<file path="src/design/epsp_pkg.sv">
// shared types and constants of the elastic page slot pool
package epsp_pkg;

   // request kinds carried in the req_type field
   typedef enum logic {
      REQ_ALLOC = 1'b0,
      REQ_FREE  = 1'b1
   } req_kind_type;

   // result status codes
   typedef enum logic [1:0] {
      STATUS_OK         = 2'd0,
      STATUS_NO_MEMORY  = 2'd1,
      STATUS_INVALID    = 2'd2
   } status_code_type;

   localparam int unsigned START_WIDTH   = 9;
   localparam int unsigned START_RESET   = 64;
   localparam int unsigned GROW_MIN      = 8;
   localparam int unsigned LOW_MIN       = 4;

   // request word
   typedef struct packed {
      req_kind_type req_type;
      logic [7:0]   slot_index;
   } req_word_type;

   // result word
   typedef struct packed {
      status_code_type status;
      logic [7:0]      granted_slot;
      logic [8:0]      pages_now;
      logic [8:0]      free_now;
   } rsp_word_type;

   // controller states
   typedef enum logic [3:0] {
      ST_SWEEP,
      ST_IDLE,
      ST_DISPATCH,
      ST_GROW,
      ST_GROW_END,
      ST_POP,
      ST_POP_TAKE,
      ST_SHRINK_CHECK,
      ST_SHRINK_LOOP,
      ST_SCAN,
      ST_MOVE,
      ST_DONE
   } state_type;

   // commands from controller to datapath
   typedef struct packed {
      logic            init;
      logic            sweep_clr;
      logic            sweep_step;
      logic            latch;
      logic            set_status;
      status_code_type status_code;
      logic            grow_setup;
      logic            grow_push;
      logic            grow_finish;
      logic            pop;
      logic            take;
      logic            free_push;
      logic            shrink_setup;
      logic            scan_start;
      logic            scan_next;
      logic            remove;
      logic            move;
      logic            load_rsp;
   } cmd_type;

   // status from datapath to controller
   typedef struct packed {
      logic is_free;
      logic slot_bad;
      logic ft_zero;
      logic pool_full;
      logic grow_last;
      logic low_hit;
      logic shrink_go;
      logic shrink_more;
      logic scan_match;
      logic scan_end;
      logic sweep_last;
      logic rsp_space;
   } stat_type;

endpackage

</file>
<file path="src/design/epsp_ram.sv">
// generic single-port-write, registered-read ram
module epsp_ram #(
   parameter int unsigned WIDTH = 8,
   parameter int unsigned DEPTH = 256
) (
   input  logic                     clock,
   input  logic                     wr_en,
   input  logic [$clog2(DEPTH)-1:0] wr_addr,
   input  logic [WIDTH-1:0]         wr_data,
   input  logic                     rd_en,
   input  logic [$clog2(DEPTH)-1:0] rd_addr,
   output logic [WIDTH-1:0]         rd_data
);

   logic [WIDTH-1:0] mem_ff [DEPTH];
   logic [WIDTH-1:0] rd_data_ff;

   // write port
   always_ff @(posedge clock) begin
      if (wr_en) begin
         mem_ff[wr_addr] <= wr_data;
      end
   end

   // registered read port
   always_ff @(posedge clock) begin
      if (rd_en) begin
         rd_data_ff <= mem_ff[rd_addr];
      end
   end

   assign rd_data = rd_data_ff;

endmodule

</file>
<file path="src/design/epsp_datapath.sv">
// datapath of the slot pool: counters, free stack memory and result register
module epsp_datapath #(
   parameter int unsigned POOL_SLOTS = 256
) (
   input  logic                   clock,
   input  logic                   reset,
   input  epsp_pkg::cmd_type      cmd,
   output epsp_pkg::stat_type     stat,
   input  epsp_pkg::req_word_type req_data,
   input  logic [8:0]             csr_data,
   output logic                   rsp_valid,
   input  logic                   rsp_stall,
   output epsp_pkg::rsp_word_type rsp_data
);

   localparam int unsigned CW   = $clog2(POOL_SLOTS + 1);
   localparam int unsigned AW   = $clog2(POOL_SLOTS);
   localparam int unsigned CMPW = (CW > 9) ? CW : 9;
   localparam int unsigned W2   = CW + 2;

   // clamp a start value to the pool size
   function automatic logic [CW-1:0] clamp_start(input logic [8:0] v);
      if (CMPW'(v) > CMPW'(POOL_SLOTS)) begin
         return CW'(POOL_SLOTS);
      end
      return CW'(v);
   endfunction

   // low mark: max(total/8, 4), kept below the total
   function automatic logic [CW-1:0] calc_low(input logic [CW-1:0] total);
      logic [CW-1:0] low;
      if (total == '0) begin
         return '0;
      end
      low = total >> 3;
      if (low < CW'(epsp_pkg::LOW_MIN)) begin
         low = CW'(epsp_pkg::LOW_MIN);
      end
      if (low >= total) begin
         low = total - 1'b1;
      end
      return low;
   endfunction

   localparam logic [CW-1:0] RESET_COUNT = clamp_start(9'(epsp_pkg::START_RESET));

   logic [CW-1:0]              ft_ff, ft_in;
   logic [CW-1:0]              pp_ff, pp_in;
   logic [CW-1:0]              low_ff, low_in;
   logic [CW-1:0]              floor_ff, floor_in;
   logic [CW-1:0]              by_ff, by_in;
   logic [CW-1:0]              k_ff, k_in;
   logic [AW-1:0]              pos_ff, pos_in;
   logic [CW-1:0]              target_ff, target_in;
   logic [AW-1:0]              sw_ff, sw_in;
   epsp_pkg::req_word_type     req_ff, req_in;
   epsp_pkg::status_code_type  status_ff, status_in;
   logic [AW-1:0]              granted_ff, granted_in;
   logic                       rsp_valid_ff, rsp_valid_in;
   epsp_pkg::rsp_word_type     rsp_data_ff, rsp_data_in;

   logic                       wr_en;
   logic [AW-1:0]              wr_addr;
   logic [AW-1:0]              wr_data;
   logic                       rd_en;
   logic [AW-1:0]              rd_addr;
   logic [AW-1:0]              rd_data;

   logic [CW-1:0]              half;
   logic [CW-1:0]              grow_by;
   logic [CW-1:0]              room;
   logic [W2-1:0]              tri_pp;
   logic [W2-1:0]              quad_ft;
   logic [CW-1:0]              target0;

   // free stack
   epsp_ram #(
      .WIDTH (AW),
      .DEPTH (POOL_SLOTS)
   ) u_stack (
      .clock   (clock),
      .wr_en   (wr_en),
      .wr_addr (wr_addr),
      .wr_data (wr_data),
      .rd_en   (rd_en),
      .rd_addr (rd_addr),
      .rd_data (rd_data)
   );

   // grow amount and shrink thresholds
   always_comb begin
      half    = pp_ff >> 1;
      grow_by = (half < CW'(epsp_pkg::GROW_MIN)) ? CW'(epsp_pkg::GROW_MIN) : half;
      room    = CW'(POOL_SLOTS) - pp_ff;
      if (grow_by > room) begin
         grow_by = room;
      end
      tri_pp  = (W2'(pp_ff) << 1) + W2'(pp_ff);
      quad_ft = W2'(ft_ff) << 2;
      target0 = CW'(tri_pp >> 2);
   end

   // status to controller
   always_comb begin
      stat.is_free     = (req_ff.req_type == epsp_pkg::REQ_FREE);
      stat.slot_bad    = (CMPW'(req_ff.slot_index) >= CMPW'(pp_ff));
      stat.ft_zero     = (ft_ff == '0);
      stat.pool_full   = (pp_ff >= CW'(POOL_SLOTS));
      stat.grow_last   = (k_ff == by_ff - 1'b1);
      stat.low_hit     = (ft_ff <= low_ff);
      stat.shrink_go   = (pp_ff > floor_ff) && (quad_ft >= tri_pp);
      stat.shrink_more = (pp_ff > target_ff);
      stat.scan_match  = (CW'(rd_data) == pp_ff - 1'b1);
      stat.scan_end    = (CW'(pos_ff) + 1'b1 == ft_ff);
      stat.sweep_last  = (sw_ff == AW'(POOL_SLOTS - 1));
      stat.rsp_space   = !rsp_valid_ff || !rsp_stall;
   end

   // next state of counters and memory access
   always_comb begin
      ft_in        = ft_ff;
      pp_in        = pp_ff;
      floor_in     = floor_ff;
      by_in        = by_ff;
      k_in         = k_ff;
      pos_in       = pos_ff;
      target_in    = target_ff;
      sw_in        = sw_ff;
      req_in       = req_ff;
      status_in    = status_ff;
      granted_in   = granted_ff;
      rsp_valid_in = rsp_valid_ff;
      rsp_data_in  = rsp_data_ff;
      wr_en        = 1'b0;
      wr_addr      = '0;
      wr_data      = '0;
      rd_en        = 1'b0;
      rd_addr      = '0;

      // reinitialize from a new start value
      if (cmd.init) begin
         ft_in    = clamp_start(csr_data);
         pp_in    = clamp_start(csr_data);
         floor_in = clamp_start(csr_data);
      end

      // refill pass: entry i holds i
      if (cmd.sweep_clr) begin
         sw_in = '0;
      end
      if (cmd.sweep_step) begin
         wr_en   = 1'b1;
         wr_addr = sw_ff;
         wr_data = sw_ff;
         sw_in   = sw_ff + 1'b1;
      end

      // capture a new request
      if (cmd.latch) begin
         req_in     = req_data;
         status_in  = epsp_pkg::STATUS_OK;
         granted_in = '0;
      end
      if (cmd.set_status) begin
         status_in = cmd.status_code;
      end

      // grow: push fresh slots one per cycle
      if (cmd.grow_setup) begin
         by_in = grow_by;
         k_in  = '0;
      end
      if (cmd.grow_push) begin
         if (ft_ff < CW'(POOL_SLOTS)) begin
            wr_en   = 1'b1;
            wr_addr = AW'(ft_ff);
            wr_data = AW'(pp_ff + k_ff);
            ft_in   = ft_ff + 1'b1;
         end
         k_in = k_ff + 1'b1;
      end
      if (cmd.grow_finish) begin
         pp_in = pp_ff + by_ff;
      end

      // pop the top of the stack
      if (cmd.pop) begin
         ft_in   = ft_ff - 1'b1;
         rd_en   = 1'b1;
         rd_addr = AW'(ft_ff - 1'b1);
      end
      if (cmd.take) begin
         granted_in = rd_data;
      end

      // push a returned slot
      if (cmd.free_push) begin
         if ((ft_ff < pp_ff) && (ft_ff < CW'(POOL_SLOTS))) begin
            wr_en   = 1'b1;
            wr_addr = AW'(ft_ff);
            wr_data = AW'(req_ff.slot_index);
            ft_in   = ft_ff + 1'b1;
         end
      end

      // shrink: scan for the top slot, then fill its hole with the top entry
      if (cmd.shrink_setup) begin
         target_in = (target0 < floor_ff) ? floor_ff : target0;
         pos_in    = '0;
      end
      if (cmd.scan_start) begin
         rd_en   = 1'b1;
         rd_addr = pos_ff;
      end
      if (cmd.scan_next) begin
         pos_in  = pos_ff + 1'b1;
         rd_en   = 1'b1;
         rd_addr = pos_ff + 1'b1;
      end
      if (cmd.remove) begin
         ft_in   = ft_ff - 1'b1;
         pp_in   = pp_ff - 1'b1;
         rd_en   = 1'b1;
         rd_addr = AW'(ft_ff - 1'b1);
      end
      if (cmd.move) begin
         if (CW'(pos_ff) != ft_ff) begin
            wr_en   = 1'b1;
            wr_addr = pos_ff;
            wr_data = rd_data;
         end
         pos_in = '0;
      end

      // result register
      if (cmd.load_rsp) begin
         rsp_valid_in             = 1'b1;
         rsp_data_in.status       = status_ff;
         rsp_data_in.granted_slot = 8'(granted_ff);
         rsp_data_in.pages_now    = 9'(pp_ff);
         rsp_data_in.free_now     = 9'(ft_ff);
      end else if (!rsp_stall) begin
         rsp_valid_in = 1'b0;
      end

      low_in = calc_low(pp_in);
   end

   // control registers
   always_ff @(posedge clock) begin
      if (reset) begin
         ft_ff        <= RESET_COUNT;
         pp_ff        <= RESET_COUNT;
         floor_ff     <= RESET_COUNT;
         low_ff       <= calc_low(RESET_COUNT);
         sw_ff        <= '0;
         rsp_valid_ff <= 1'b0;
      end else begin
         ft_ff        <= ft_in;
         pp_ff        <= pp_in;
         floor_ff     <= floor_in;
         low_ff       <= low_in;
         sw_ff        <= sw_in;
         rsp_valid_ff <= rsp_valid_in;
      end
   end

   // payload registers
   always_ff @(posedge clock) begin
      by_ff       <= by_in;
      k_ff        <= k_in;
      pos_ff      <= pos_in;
      target_ff   <= target_in;
      req_ff      <= req_in;
      status_ff   <= status_in;
      granted_ff  <= granted_in;
      rsp_data_ff <= rsp_data_in;
   end

   assign rsp_valid = rsp_valid_ff;
   assign rsp_data  = rsp_data_ff;

endmodule

</file>
<file path="src/design/epsp_ctrl.sv">
// controller state machine of the slot pool
module epsp_ctrl (
   input  logic               clock,
   input  logic               reset,
   input  logic               req_valid,
   output logic               req_stall,
   input  logic               csr_valid,
   input  logic               csr_fire,
   input  epsp_pkg::stat_type stat,
   output epsp_pkg::cmd_type  cmd
);

   epsp_pkg::state_type state_ff, state_in;
   logic                after_pop_ff, after_pop_in;
   logic                accept;

   // state register
   always_ff @(posedge clock) begin
      if (reset) begin
         state_ff     <= epsp_pkg::ST_SWEEP;
         after_pop_ff <= 1'b0;
      end else begin
         state_ff     <= state_in;
         after_pop_ff <= after_pop_in;
      end
   end

   assign req_stall = (state_ff != epsp_pkg::ST_IDLE) || csr_valid;
   assign accept    = req_valid && !req_stall;

   // next state and commands
   always_comb begin
      state_in     = state_ff;
      after_pop_in = after_pop_ff;
      cmd          = '0;
      case (state_ff)
         epsp_pkg::ST_SWEEP: begin
            if (!csr_fire) begin
               cmd.sweep_step = 1'b1;
               if (stat.sweep_last) begin
                  state_in = epsp_pkg::ST_IDLE;
               end
            end
         end
         epsp_pkg::ST_IDLE: begin
            if (accept) begin
               cmd.latch = 1'b1;
               state_in  = epsp_pkg::ST_DISPATCH;
            end
         end
         epsp_pkg::ST_DISPATCH: begin
            if (stat.is_free) begin
               if (stat.slot_bad) begin
                  cmd.set_status  = 1'b1;
                  cmd.status_code = epsp_pkg::STATUS_INVALID;
                  state_in        = epsp_pkg::ST_DONE;
               end else begin
                  cmd.free_push = 1'b1;
                  state_in      = epsp_pkg::ST_SHRINK_CHECK;
               end
            end else if (stat.ft_zero) begin
               if (stat.pool_full) begin
                  cmd.set_status  = 1'b1;
                  cmd.status_code = epsp_pkg::STATUS_NO_MEMORY;
                  state_in        = epsp_pkg::ST_DONE;
               end else begin
                  cmd.grow_setup = 1'b1;
                  after_pop_in   = 1'b0;
                  state_in       = epsp_pkg::ST_GROW;
               end
            end else begin
               state_in = epsp_pkg::ST_POP;
            end
         end
         epsp_pkg::ST_GROW: begin
            cmd.grow_push = 1'b1;
            if (stat.grow_last) begin
               state_in = epsp_pkg::ST_GROW_END;
            end
         end
         epsp_pkg::ST_GROW_END: begin
            cmd.grow_finish = 1'b1;
            state_in        = after_pop_ff ? epsp_pkg::ST_DONE : epsp_pkg::ST_POP;
         end
         epsp_pkg::ST_POP: begin
            cmd.pop  = 1'b1;
            state_in = epsp_pkg::ST_POP_TAKE;
         end
         epsp_pkg::ST_POP_TAKE: begin
            cmd.take = 1'b1;
            if (stat.low_hit && !stat.pool_full) begin
               cmd.grow_setup = 1'b1;
               after_pop_in   = 1'b1;
               state_in       = epsp_pkg::ST_GROW;
            end else begin
               state_in = epsp_pkg::ST_DONE;
            end
         end
         epsp_pkg::ST_SHRINK_CHECK: begin
            if (stat.shrink_go) begin
               cmd.shrink_setup = 1'b1;
               state_in         = epsp_pkg::ST_SHRINK_LOOP;
            end else begin
               state_in = epsp_pkg::ST_DONE;
            end
         end
         epsp_pkg::ST_SHRINK_LOOP: begin
            if (stat.shrink_more && !stat.ft_zero) begin
               cmd.scan_start = 1'b1;
               state_in       = epsp_pkg::ST_SCAN;
            end else begin
               state_in = epsp_pkg::ST_DONE;
            end
         end
         epsp_pkg::ST_SCAN: begin
            if (stat.scan_match) begin
               cmd.remove = 1'b1;
               state_in   = epsp_pkg::ST_MOVE;
            end else if (stat.scan_end) begin
               state_in = epsp_pkg::ST_DONE;
            end else begin
               cmd.scan_next = 1'b1;
            end
         end
         epsp_pkg::ST_MOVE: begin
            cmd.move = 1'b1;
            state_in = epsp_pkg::ST_SHRINK_LOOP;
         end
         epsp_pkg::ST_DONE: begin
            if (stat.rsp_space) begin
               cmd.load_rsp = 1'b1;
               state_in     = epsp_pkg::ST_IDLE;
            end
         end
         default: begin
            state_in = epsp_pkg::ST_IDLE;
         end
      endcase

      // register write reinitializes the pool and refills the stack
      if (csr_fire) begin
         cmd.init      = 1'b1;
         cmd.sweep_clr = 1'b1;
         cmd.sweep_step = 1'b0;
         state_in      = epsp_pkg::ST_SWEEP;
      end
   end

endmodule

</file>
<file path="src/design/elastic_page_slot_pool.sv">
// top level of the elastic page slot pool
//
//   port group  direction  handshake          word
//   req_        in         req_valid/stall    req_type, slot_index
//   rsp_        out        rsp_valid/stall    status, granted_slot, pages_now, free_now
//   csr_        in         csr_valid/ready    start_pages
//
// allocate: pops the top of the stack; an empty stack first grows the pool, or
// gets no memory when the pool is full; a pop to or below the low mark grows a
// pool that is not full. free: a bad slot gets invalid; else the slot is pushed
// and a shrink may start, each slot shrunk scanning up to free_now stack reads; a
// scan missing the top slot ends the shrink. after reset and every csr write the
// stack refills with req_stall high; a result held by rsp_stall lets the next word in.
module elastic_page_slot_pool #(
   parameter int unsigned POOL_SLOTS = 256
) (
   input  logic                   clock,
   input  logic                   reset,
   input  logic                   req_valid,
   output logic                   req_stall,
   input  epsp_pkg::req_word_type req_data,
   output logic                   rsp_valid,
   input  logic                   rsp_stall,
   output epsp_pkg::rsp_word_type rsp_data,
   input  logic                   csr_valid,
   output logic                   csr_ready,
   input  logic [8:0]             csr_data
);

   epsp_pkg::cmd_type  cmd;
   epsp_pkg::stat_type stat;
   logic               csr_fire;

   // the register is always writable
   assign csr_ready = 1'b1;
   assign csr_fire  = csr_valid && csr_ready;

   // controller
   epsp_ctrl u_ctrl (
      .clock     (clock),
      .reset     (reset),
      .req_valid (req_valid),
      .req_stall (req_stall),
      .csr_valid (csr_valid),
      .csr_fire  (csr_fire),
      .stat      (stat),
      .cmd       (cmd)
   );

   // datapath
   epsp_datapath #(
      .POOL_SLOTS (POOL_SLOTS)
   ) u_datapath (
      .clock     (clock),
      .reset     (reset),
      .cmd       (cmd),
      .stat      (stat),
      .req_data  (req_data),
      .csr_data  (csr_data),
      .rsp_valid (rsp_valid),
      .rsp_stall (rsp_stall),
      .rsp_data  (rsp_data)
   );

endmodule

</file>
<file path="config.mk">
export PLATFORM = sky130hd
export DESIGN_NAME = elastic_page_slot_pool
export DESIGN_NICKNAME = d
export VERILOG_FILES = /design/src/design/epsp_pkg.sv /design/src/design/epsp_ram.sv /design/src/design/epsp_datapath.sv /design/src/design/epsp_ctrl.sv /design/src/design/elastic_page_slot_pool.sv
export SDC_FILE = /design/constraint.sdc
export NUM_CORES = 2
export LEC_CHECK = 0
export ABC_AREA = 1
export BUFFER_PORTS_ARGS = -buffer_cell sky130_fd_sc_hd__buf_2
export CORE_MARGIN = 2
export CORE_UTILIZATION = 30
export CTS_BUF_LIST = sky130_fd_sc_hd__clkbuf_8
export DETAILED_ROUTE_END_ITERATION = 8
export SLEW_MARGIN = 30
export SYNTH_ARGS = -nofsm -noshare
export SYNTH_HDL_FRONTEND = slang
export SYNTH_SLANG_ARGS = --single-unit
</file>
<file path="constraint.sdc">
create_clock -name clock -period 21.5 [get_ports clock]
set_clock_uncertainty 0.05 [all_clocks]
set_input_delay 1.075 -clock clock [delete_from_list [all_inputs] [get_ports clock]]
set_output_delay 1.075 -clock clock [all_outputs]
set_load 0.1 [all_outputs]
</file>
==> results by group <==
Cells and area
  • Layout Nets: ~10000
  • Post-layout util: 33.38%
  • P&R area growth vs syn: 10.98%
  • Layout cell share with drive strength beyond 1: 6.944%

Critical path
  • Worst endpoint required time: between 20 and 25 ns
  • WP buf/inv: 4
  • Worst path cell trace: inv_1 > ha_1 > a21boi_1 > nand2_1 > nand2_1 > nand2_1 > nor2_1 > nand3_1 > nor2_1 > nand4_4 > nand3_4 > buf_6 > buf_4 > buf_4 > o21ai_0 > nand2_1 > nand3_1 > nand3_1 > nand3_1 > nand3_1 > nand3_1 > nand3_1 > nand2_1
  • Crit Path Max Fanout: 90
  • Worst setup SP type: flip-flop
  • Critical Path AT: 8.40 ns
  • Slowest-stage cell, CP: buf_4
  • Worst Setup Path Type: flip-flop to flip-flop
  • Setup crit end kind: flip-flop
  • Crit-path leading delay family: simple AND/OR/NAND/NOR gates
  • Worst path max stage delay: 0.83 ns
  • CP dominant cell by count: nand3_1

Power
  • Flop pwr share: 56.4%
  • Power share of the combinational group: 1.8%
  • Max IR drop VDD: 0.04782 mV
  • Clock power share: 41.8%
  • Pwr dens: ~73 nW/um2
  • Net switching power: between 1.5 and 2 mW
  • Switch share: 22.38%
  • Leakage power: 46.10 nW
  • Cell internal pwr: 6.376 mW

STA
  • Max Clk Rate: 130.2 MHz
  • RSZ-0062 raised after global routing: no
  • Setup ws final: 13.82 ns
  • WHS: 0.1950 ns
  • Finish-stage setup viols: 0
  • Final Hold Vio Count: 0
  • Final Max Tran Viols: 0
  • Tmin final: about 7.7 ns
  • Worst slew pin tran: 1.069 ns
  • Worst rel slew slack: 28.29%
  • Setup TNS Final: 0 ns
  • Final worst-path cycle share: 35.73%

Route
  • DR iter-0 viols: 8426
  • Max layer used: met5
  • Number of remaining DRC errors: 0
  • WL per Instance: 20.60 um
  • Via-per-instance ratio: 4.994
  • Post-DRT Antenna Nets: 0
  • Via count: 73900
  • Met2 wire length: 137700 um
  • Wl on met1: 127900 um
  • First-pass DRT Iterations: 6
  • Metal3 WL: 27520 um
  • Final WL: between 300000 and 400000 um

CTS
  • H-tree levels: 5
  • TritonCTS Buffers: 373
  • Clock Path Buffers: 4
  • Clock Latency Late Sink: 1.02 ns
  • Clock slew at reported path FFs: 0.06 ns
  • Hold_buf cts: 0
  • TritonCTS clock tree: yes
  • # Post-CTS Setup Buffers: 0
  • Clk sinks: 2188
  • CTS resizes: 0
  • CTS root buffer: clkbuf_8

Logic synthesis
  • Top-count cell post-synth: edfxtp_1
  • Syn avg cell area: approximately 10 um2
  • Synth area leaders: edfxtp_1, nand3_1, inv_1, nand2_1, nand4_1
  • Synth top area share: around 63%
  • Number of synthesized flops with an enable pin: approximately 2100
  • Share of synthesized registers carrying an async set or reset: 0%
  • Biggest area consumer among synthesized cells: edfxtp_1
  • Ys flop type: edfxtp_1
  • Syn Nets: 10220
  • Sequential area share after synthesis: 63.87%
  • Synth cell types: a little under 60
  • Mapped cell area: 102000 um2
  • Most common library cells after synthesis: edfxtp_1, inv_1, nand3_1
  • #FFs+latches synth: 2188
  • Yosys warns: 0
  • Syn Inst Count: approximately 10000

Floorplanning
  • Initial core utilization: 30.08%
  • Die width: between 500 and 600 um
  • Cell Rows: 214
  • Core area: 339000 um2
  • Die Y: 587 um
  • Die area: 344600 um2
  • I/O Pins: 54

Status
  • Status: complete, no violations

Global route
  • GRT overflow: 0
  • First-pass GRT wire length: 454900 um
  • Total track usage: between 10% and 20%
  • Largest net degree at the start of global routing: 219
  • Antenna violations before repair: 4
  • Vias in the first global route: ~70000

Placed design
  • Pre-CTS WS: about 14 ns
  • Gp weighted congestion: 0.9170
  • Post-DP HPWL: 171300 um
  • Port Buffer Count: 52

Hold path
  • Hold/Removal Path Class: input pin to flip-flop

Job
  • Max cap viols: 0
-- flip-flops by register name, summed over array words and instances (netlist names) --
name	count
u_datapath.u_stack.mem_ff	2048
u_datapath.rsp_data	28
u_datapath.by_ff	9
u_datapath.floor_ff	9
u_datapath.ft_ff	9
u_datapath.k_ff	9
u_datapath.low_ff	9
u_datapath.pp_ff	9
u_datapath.target_ff	9
u_datapath.granted_ff	8
u_datapath.pos_ff	8
u_datapath.req_ff	8
u_datapath.sw_ff	8
u_datapath.u_stack.rd_data	8
u_ctrl.state_ff	4
u_datapath.status_ff	2
u_ctrl.after_pop_ff	1
u_datapath.rsp_valid	1
u_datapath.stat	1
-- per-stage QoR --
step	std cells	area [um2]	total power, mW
finish	14800	113200	8.215
global route	14790	113200	8.466
detailed placement	14130	106300	4.866
floorplan	10070	102000	4.818
global placement	14130	106300	4.865
CTS	14780	112900	8.262
-- power groups by stage --
stage / combinational (mW) / sequential [mW] / clock, mW
detailed placement: 0.145 / 4.72 / 0
global route: 0.165 / 4.63 / 3.67
global placement: 0.145 / 4.72 / 0
finish: 0.150 / 4.63 / 3.43
CTS: 0.146 / 4.63 / 3.48
floorplan: 0.0948 / 4.72 / 0
-- logic make-up after synthesis --
family,Yosys count,synth area share (%)
flip-flops,2188,63.87
adder cells (fa/ha/maj),125,1.556
other,2,0.007365
AO/OA/AOI/OAI,643,3.638
AND/OR/NAND/NOR,4505,20.64
buffers and inverters,2553,9.828
XOR/XNOR,54,0.4638
-- layout by cell type (no fill, tap or decap), drive strengths merged, types with 2 or more instances in the layout --
cell type	n
a22oi	5
a211oi	9
xor2	41
o21a	5
bufinv	6
xnor2	13
nand4	689
fa	3
o22ai	13
nor4	10
a2111oi	3
nor3	18
a21o	5
buf	178
or2	5
clkinv	131
clkbuf	379
nor2	429
clkinvlp	8
dfxtp	58
o211ai	121
o21ai	347
o31ai	8
edfxtp	2130
ha	122
conb	2
inv	2034
a21boi	3
a21oi	99
a31oi	9
diode	10
o32ai	2
o221ai	2
a221oi	2
and2	2
nand2	1586
nand3	1762
o21bai	6
nand3b	2
-- final cells by class --
class / count / area (um2)
Antenna cell: 10 / 25.02
Timing Repair Buffer: 178 / 1545
Clock buffer: 379 / 5216
Sequential cell: 2188 / 65120
Clock inverter: 276 / 1326
Inverter: 1903 / 7158
Fill cell: 34250 / 225800
Tap cell: 4536 / 5675
Multi-Input combinational cell: 5329 / 27090
-- per-layer routing --
metal  vias to the layer above  GRT usage (%)
met5                         -              0
met4                         4          6.765
met3                       562          3.305
met2                      3422          26.54
met1                     35760          23.33
li1                      34160              -
-- worst paths after layout --
kind	startpoint	end	slack, ns	depth (start not counted)
worst max-delay path	u_datapath.pp_ff[7]	u_datapath.u_stack.rd_data[0]	13.82	23
worst min-delay path	req_data[8]	u_datapath.stat[11]	0.19	1
worst max register to register	u_datapath.pp_ff[7]	u_datapath.u_stack.rd_data[0]	13.82	23
worst min register to register	u_datapath.granted_ff[1]	u_datapath.rsp_data[19]	0.37	0
(Power assumes the default switching activity.)
